<file path="src/rtl/msds_pkg.sv">
// shared types, field codes and defaults for the microcoded stack datapath
package msds_pkg;

	// default main memory size in bytes, a power of two
	localparam int unsigned MEM_BYTES_DEF = 4096;

	// step modes
	localparam logic [1:0] MODE_EXEC = 2'd0;
	localparam logic [1:0] MODE_LOAD = 2'd1;
	localparam logic [1:0] MODE_READ = 2'd2;

	// bus b sources
	localparam logic [3:0] BSEL_MDR  = 4'd0;
	localparam logic [3:0] BSEL_PC   = 4'd1;
	localparam logic [3:0] BSEL_MBRU = 4'd2;
	localparam logic [3:0] BSEL_MBRS = 4'd3;
	localparam logic [3:0] BSEL_SP   = 4'd4;
	localparam logic [3:0] BSEL_LV   = 4'd5;
	localparam logic [3:0] BSEL_CPP  = 4'd6;
	localparam logic [3:0] BSEL_TOS  = 4'd7;
	localparam logic [3:0] BSEL_OPC  = 4'd8;

	// memory operations
	localparam logic [2:0] MEM_FETCH = 3'd1;
	localparam logic [2:0] MEM_RD    = 3'd2;
	localparam logic [2:0] MEM_WR    = 3'd4;

	// alu function codes
	localparam logic [5:0] ALU_AND     = 6'd12;
	localparam logic [5:0] ALU_ONE     = 6'd17;
	localparam logic [5:0] ALU_ONES    = 6'd18;
	localparam logic [5:0] ALU_B       = 6'd20;
	localparam logic [5:0] ALU_H       = 6'd24;
	localparam logic [5:0] ALU_NOT_H   = 6'd26;
	localparam logic [5:0] ALU_OR      = 6'd28;
	localparam logic [5:0] ALU_NOT_B   = 6'd44;
	localparam logic [5:0] ALU_B_INC   = 6'd53;
	localparam logic [5:0] ALU_B_DEC   = 6'd54;
	localparam logic [5:0] ALU_H_INC   = 6'd57;
	localparam logic [5:0] ALU_H_NEG   = 6'd59;
	localparam logic [5:0] ALU_ADD     = 6'd60;
	localparam logic [5:0] ALU_ADD_INC = 6'd61;
	localparam logic [5:0] ALU_B_SUB_H = 6'd63;

	// shifter codes
	localparam logic [1:0] SH_SRL1 = 2'd1;
	localparam logic [1:0] SH_SLL8 = 2'd2;

	// write mask bit positions
	localparam int unsigned WM_MAR = 0;
	localparam int unsigned WM_MDR = 1;
	localparam int unsigned WM_PC  = 2;
	localparam int unsigned WM_SP  = 3;
	localparam int unsigned WM_LV  = 4;
	localparam int unsigned WM_CPP = 5;
	localparam int unsigned WM_TOS = 6;
	localparam int unsigned WM_OPC = 7;
	localparam int unsigned WM_H   = 8;

	// microinstruction layout, msb first
	typedef struct packed {
		logic [8:0] next_addr;
		logic       jmpc;
		logic       jamn;
		logic       jamz;
		logic [1:0] shift;
		logic [5:0] alu;
		logic [8:0] mask;
		logic [2:0] memop;
		logic [3:0] bsel;
	} uword_t;

	// registers that can drive bus b
	typedef struct packed {
		logic [31:0] mdr;
		logic [31:0] pc;
		logic [7:0]  mbr;
		logic [31:0] sp;
		logic [31:0] lv;
		logic [31:0] cpp;
		logic [31:0] tos;
		logic [31:0] opc;
	} bsrc_t;

	// input item
	typedef struct packed {
		logic [1:0]  mode;
		logic [35:0] micro_word;
		logic [11:0] load_address;
		logic [7:0]  load_byte;
	} item_t;

	// result item
	typedef struct packed {
		logic [8:0]  next_address;
		logic [7:0]  read_byte;
		logic [31:0] mar_value;
		logic [31:0] mdr_value;
		logic [31:0] pc_value;
		logic [7:0]  mbr_value;
		logic [31:0] sp_value;
		logic [31:0] lv_value;
		logic [31:0] cpp_value;
		logic [31:0] tos_value;
		logic [31:0] opc_value;
		logic [31:0] hold_value;
	} result_t;

	// what the second stage needs to finish a step
	typedef struct packed {
		logic [1:0] mode;
		logic [2:0] memop;
		logic [1:0] lane;
		logic [8:0] next_addr;
		logic       jmpc;
		logic       jamn;
		logic       jamz;
		logic       zf;
		logic       nzf;
	} s2_t;

endpackage

</file>
<file path="src/rtl/msds_alu.sv">
// bus b selection, alu, flags and shifter for one microinstruction
module msds_alu (
	input  msds_pkg::uword_t uw,
	input  msds_pkg::bsrc_t  bsrc,
	input  logic [31:0]      h,
	input  logic [31:0]      last_c,
	output logic [31:0]      c_bus,
	output logic             zf,
	output logic             nzf
);

	logic [31:0] b_bus;
	logic [31:0] alu_out;

	// bus b driver, unused selects give all ones
	always_comb begin
		unique case (uw.bsel)
			msds_pkg::BSEL_MDR:  b_bus = bsrc.mdr;
			msds_pkg::BSEL_PC:   b_bus = bsrc.pc;
			msds_pkg::BSEL_MBRU: b_bus = {24'd0, bsrc.mbr};
			msds_pkg::BSEL_MBRS: b_bus = {{24{bsrc.mbr[7]}}, bsrc.mbr};
			msds_pkg::BSEL_SP:   b_bus = bsrc.sp;
			msds_pkg::BSEL_LV:   b_bus = bsrc.lv;
			msds_pkg::BSEL_CPP:  b_bus = bsrc.cpp;
			msds_pkg::BSEL_TOS:  b_bus = bsrc.tos;
			msds_pkg::BSEL_OPC:  b_bus = bsrc.opc;
			default:             b_bus = '1;
		endcase
	end

	// alu, an unknown code repeats the previous c bus
	always_comb begin
		unique case (uw.alu)
			msds_pkg::ALU_AND:     alu_out = h & b_bus;
			msds_pkg::ALU_ONE:     alu_out = 32'd1;
			msds_pkg::ALU_ONES:    alu_out = '1;
			msds_pkg::ALU_B:       alu_out = b_bus;
			msds_pkg::ALU_H:       alu_out = h;
			msds_pkg::ALU_NOT_H:   alu_out = ~h;
			msds_pkg::ALU_OR:      alu_out = h | b_bus;
			msds_pkg::ALU_NOT_B:   alu_out = ~b_bus;
			msds_pkg::ALU_B_INC:   alu_out = b_bus + 32'd1;
			msds_pkg::ALU_B_DEC:   alu_out = b_bus - 32'd1;
			msds_pkg::ALU_H_INC:   alu_out = h + 32'd1;
			msds_pkg::ALU_H_NEG:   alu_out = 32'd0 - h;
			msds_pkg::ALU_ADD:     alu_out = h + b_bus;
			msds_pkg::ALU_ADD_INC: alu_out = h + b_bus + 32'd1;
			msds_pkg::ALU_B_SUB_H: alu_out = b_bus - h;
			default:               alu_out = last_c;
		endcase
	end

	// flags come from the unshifted result
	assign zf  = (alu_out == 32'd0);
	assign nzf = (alu_out != 32'd0);

	// shifter
	always_comb begin
		unique case (uw.shift)
			msds_pkg::SH_SRL1: c_bus = {1'b0, alu_out[31:1]};
			msds_pkg::SH_SLL8: c_bus = {alu_out[23:0], 8'd0};
			default:           c_bus = alu_out;
		endcase
	end

endmodule

</file>
<file path="config.mk">
export PLATFORM = sky130hd
export DESIGN_NAME = msds_alu
export DESIGN_NICKNAME = d
export VERILOG_FILES = /design/src/rtl/msds_pkg.sv /design/src/rtl/msds_alu.sv
export SDC_FILE = /design/constraint.sdc
export NUM_CORES = 1
export LEC_CHECK = 0
export BUFFER_PORTS_ARGS = -buffer_cell sky130_fd_sc_hd__buf_2
export CAP_MARGIN = 40
export CORE_ASPECT_RATIO = 1.5
export CORE_MARGIN = 3
export CORE_UTILIZATION = 60
export DETAILED_ROUTE_END_ITERATION = 10
export PLACE_DENSITY_LB_ADDON = 0.12
export SLEW_MARGIN = 20
export SYNTH_ARGS = -nofsm -noshare
export SYNTH_HDL_FRONTEND = slang
export SYNTH_SLANG_ARGS = --single-unit
</file>
<file path="constraint.sdc">
create_clock -name vclk -period 16.2
set_input_delay 0.81 -clock vclk [all_inputs]
set_output_delay 0.81 -clock vclk [all_outputs]
set_load 0.01 [all_outputs]
</file>
### Yosys cells after proc, flatten, opt, wreduce, memory -nomap -nowiden

Cells that the tools add are included.

* flip-flop bits (word level): 0
* word-level logic and storage cells: 42

* equal/unequal tests: 25
* add/sub/neg operators: 7
* reductions and logical operators: 3
* muxes and demuxes: 3
* bitwise operators: 4

Operators by type and width (count)
* $pmux 32 s15: 1
* $pmux 32 s9: 1
* $add 32x1->32 const B: 3
* $not 32->32: 2
* $pmux 32 s2: 1
* $eq 6x6->1 const B: 8
* $eq 6x5->1 const B: 6
* $add 32x32->32: 1
* $and 32x32->32: 1
* $logic_not 32->1: 1
* $or 32x32->32: 1
* $reduce_bool 32->1: 1
* $sub 1x32->32 const A: 1
* $sub 32x1->32 const B: 1
* $sub 32x32->32: 1
* $eq 4x3->1 const B: 4
* $eq 4x2->1 const B: 2
* $eq 6x4->1 const B: 1
* $eq 4x1->1 const B: 1
* $eq 4x4->1 const B: 1
* $logic_not 4->1: 1
* $eq 2x1->1 const B: 1
* $eq 2x2->1 const B: 1

### Depth between registers and ports, before layout

* depth after elaboration: 6
* mapped depth: 24

### Least setup slack after synthesis

OpenSTA, ideal clock, no wires.

* path type: input-to-output
* start: in uw[3] (netlist bit)
* end: out nzf
* data arrival time: 6.230 ns
* path buffers: 6
* setup slack: 9.160 ns
* stages on the path: 22
* path through: buf_2 buf_2 clkbuf_1 clkbuf_1 nor2_1 nand3_1 nor4bb_1 ha_1 buf_2 a21oi_1 o21ai_0 a221oi_1 xor2_1 or3_4 a221oi_4 buf_6 nand4_2 or4_1 a31o_1 nor4_1 nand4_1 or4_1

* cells in the longest elaborated chain, start to end: 6
* elaborated cells on any way between the ends: 20

RTL lines
* start, declared: line msds_alu.sv:3 `input msds_pkg::uword_t uw,`
* $eq 4x4->1, or another cell as far along: line msds_alu.sv:17 `unique case (uw.bsel)`
* $pmux 32 s9 *: line msds_alu.sv:17
* $add 32x32->32: line msds_alu.sv:46, msds_alu.sv:47
* $add 32x1->32: line msds_alu.sv:47 `msds_pkg::ALU_ADD_INC: alu_out = h + b_bus + 32'd1;`
* $pmux 32 s15 *: line msds_alu.sv:33 `unique case (uw.alu)`
* $reduce_bool 32->1 *: line msds_alu.sv:55 `assign nzf = (alu_out != 32'd0);`
* end, declared: line msds_alu.sv:9 `output logic nzf`

Every way passes the cells marked *; elsewhere a longest branch is shown, timed or not.

### Worst setup path after layout

* start: in uw[0] (netlist bit)
* end: out nzf

Same word-level chain as after synthesis.

==> reports/metrics.yaml <==
grt:
  grt_first_pass_wirelength_mm: 97.17
  grt_max_degree: 63
  grt.total_usage: 0.5746
  grt_pass1_vias: 16680
  grt.overflow.total: 0
  antenna_found_initial: 5
sta:
  max_freq_mhz: 111.0
  tns_ns: 0
  fin_crit_ns: 9.012
  slew-limit-headroom: 0.2826
  setup_viol: 0
  rsz0062_at_grt: "no"
  slew_viol_final: 0
  finalCritPeriodShare: 0.5563
  finalHoldViolCount: 0
  worstMarginPinSlew_ns: 1.075
power:
  p_per_area_nw_per_um2: 40.06
  p_total_mw: 0.5545
  total_leakage_power_nw: 6.022
  ir_drop_v: 0.00004113
cts:
  cts_hold_buf: 0
  cts_resized: 0
  post-cts-setup-buffers: 0
logic_synthesis:
  yosys.area.top_type: "ha_1"
  synthDistinctLibCells: 98
  synth_warnings: 0
  syn_area_per_cell_sq_um: 6.455
  synth_fp_nets: 2290
  syn_area_sq_um: 11990
  synth_top_area_frac: 0.1033
  syn_inst: 1857
  yosysSeqAreaShare: 0
  netlist_top_cells_area: "ha_1, o21ai_0, nor2_1, nand2_1, a21oi_1"
routing:
  ant_nets: 0
  vias: 17800
  vias_per_cell: 7.565
  drc: 1
  dr.pass1.iters: 11
  drt_iter0_markers: 2966
  wl_mm: 63.52
  avgRoutedWirePerCell_um: 27.00
finish:
  regArea_sq_um: 0
  synthToLayoutAreaGrowth_pct: 15.47
  clock_buffers: 0
  multi_input_area_sq_um: 11080
  final_cells: 2353
  nets: 2526
  seq_cells: 0
  drive_above_1_share: 0.2181
  num-fill-cells: 1768
  utilization: 0.7137
  finalInstanceArea_sq_um: 13840
die:
  die_h_um: 179.1
  core_region_area_sq_um: 19390
  die_width_um: 121.4
  start_util: 0.6181
  dieArea_sq_um: 21750
  rows: 62
  num_io_pins: 366
place:
  dpl_cell_area_sq_um: 13750
  dp_cells: 2339
  dp_hpwl_mm: 48.31
  port_buffers: 342
  place_congestion: 1.138
run_status:
  outcome: "finished, violations left"
  violations: "DRC"
setup_path:
  crit_type: "in2out"
  cp.required_ns: 15.39
  path_cells: "buf_2, buf_4, and4b_1, a22oi_1, nand3_1, ha_1, inv_1, fa_1, nand2b_1, a211o_2, a211o_4, and3b_1, or3_4, a221oi_4, a221oi_1, or3_1, or4_1, nor4_1, nand4_1, or4_1, buf_2"
  path_max_fanout: 51
  cp.arrival_ns: 8.20
  slowest_delay_ns: 0.82
  cpMaxStageDelayCell: "and4b_1"
  cp-start-kind: "primary input"
  cp-end-kind: "output pin"
min_path:
  hold_path_class: "in2out"
run:
  maxCapViolCount: 0
-- area by class of cell --
cell class / instances / area share
Inverter: 91 / 0.02468
Tap cell: 256 / 0.02314
Multi-Input combinational cell: 1612 / 0.8003
Antenna cell: 6 / 0.001085
Timing Repair Buffer: 388 / 0.1508
-- cells by family after synthesis --
group	count (synthesis)	share of synthesized area
xor gates and xnor gates	77	0.05626
and+or+nand+nor	681	0.2903
buffers and inverters	245	0.08204
adders and majority gates	101	0.1067
AOI/OAI and AO/OA	696	0.4134
muxes	57	0.05135
-- cells in the mapped netlist (all sizes together) (8+ instances only) --
master / instances
nor2: 176
nand2: 161
o21ai: 136
a21oi: 113
clkbuf: 113
ha: 99
inv: 91
nand3: 64
xnor2: 54
a22oi: 53
nor3: 48
buf: 41
nand4: 40
mux2i: 39
a221oi: 32
a211oi: 31
o211ai: 31
nor4: 29
o221ai: 24
and3: 23
o22ai: 23
xor2: 23
nor2b: 22
o21a: 21
a2111oi: 20
a31oi: 20
a211o: 18
or3: 18
mux2: 16
nand2b: 16
a21o: 14
a222oi: 14
o31ai: 14
a22o: 13
and2: 13
o2111ai: 13
nor3b: 11
or4: 11
o32ai: 10
or2: 10
a31o: 9
o31a: 9
o22a: 8
-- report_power, final --
group	switching (mW)	total [mW]	internal [mW]
Combinational	0.360	0.554	0.194
Clock	0	0.0000000497	0.0000000496
Sequential	0	0	0
-- routing by layer --
layer | global-route usage | share of wire | routed length, um | vias to the layer above
met1 | 0.5800 | 0.31 | 19810 | 8049
met5 | 0.01683 | 0.00082 | 52 | -
met3 | 0.2980 | 0.14 | 8682 | 575
li1 | - | - | - | 7682
met4 | 0.5164 | 0.13 | 8105 | 2
met2 | 0.8524 | 0.42 | 26870 | 1492
-- through the flow --
| stage | hold WS [ns] | setup WS [ns] |
|---|---|---|
| 3_3_place_gp | 2.037 | 7.422 |
| 6_report | 2.054 | 7.188 |
| 3_5_place_dp | 2.056 | 7.590 |
| 4_1_cts | 2.058 | 7.564 |
| 2_1_floorplan | 1.818 | 9.160 |
| 5_1_grt | 2.075 | 6.861 |
-- worst max-delay path: cells and delay by family --
kind,cells,cell delay [ns]
and+or+nand+nor,10,3.98
AOI/OAI and AO/OA,5,1.70
adders and majority gates,2,0.83
buffers and inverters,4,0.83
-- layout by cell type, fill, tap and decap left out, types with 16 or more instances in the layout --
cell	synthesis	routed
buf_2	23	348
nand4_1	38	38
xor2_1	23	23
o221ai_1	24	24
a211oi_1	29	29
nor2b_1	22	22
o21ai_0	134	133
nand2_1	161	161
nor3_1	48	45
a211o_1	16	16
ha_1	99	99
a2111oi_0	19	19
a221oi_1	31	31
or3_1	17	17
inv_1	91	91
and3_1	23	23
nand3_1	64	64
a21oi_1	111	111
nor2_1	174	174
nor4_1	28	27
a31oi_1	20	20
o211ai_1	31	31
o22ai_1	23	23
buf_4	3	29
mux2i_1	39	39
a22oi_1	53	53
nand2b_1	16	16
o21a_1	21	21
xnor2_1	54	54
mux2_2	16	16
-- worst paths after layout --
path,depth (start not counted),end,start,slack (ns)
worst max-delay path,21,nzf,uw[0],7.19
worst min-delay path,4,c_bus[30],last_c[31],2.05
Note: power is estimated with default switching activity, not from simulation.
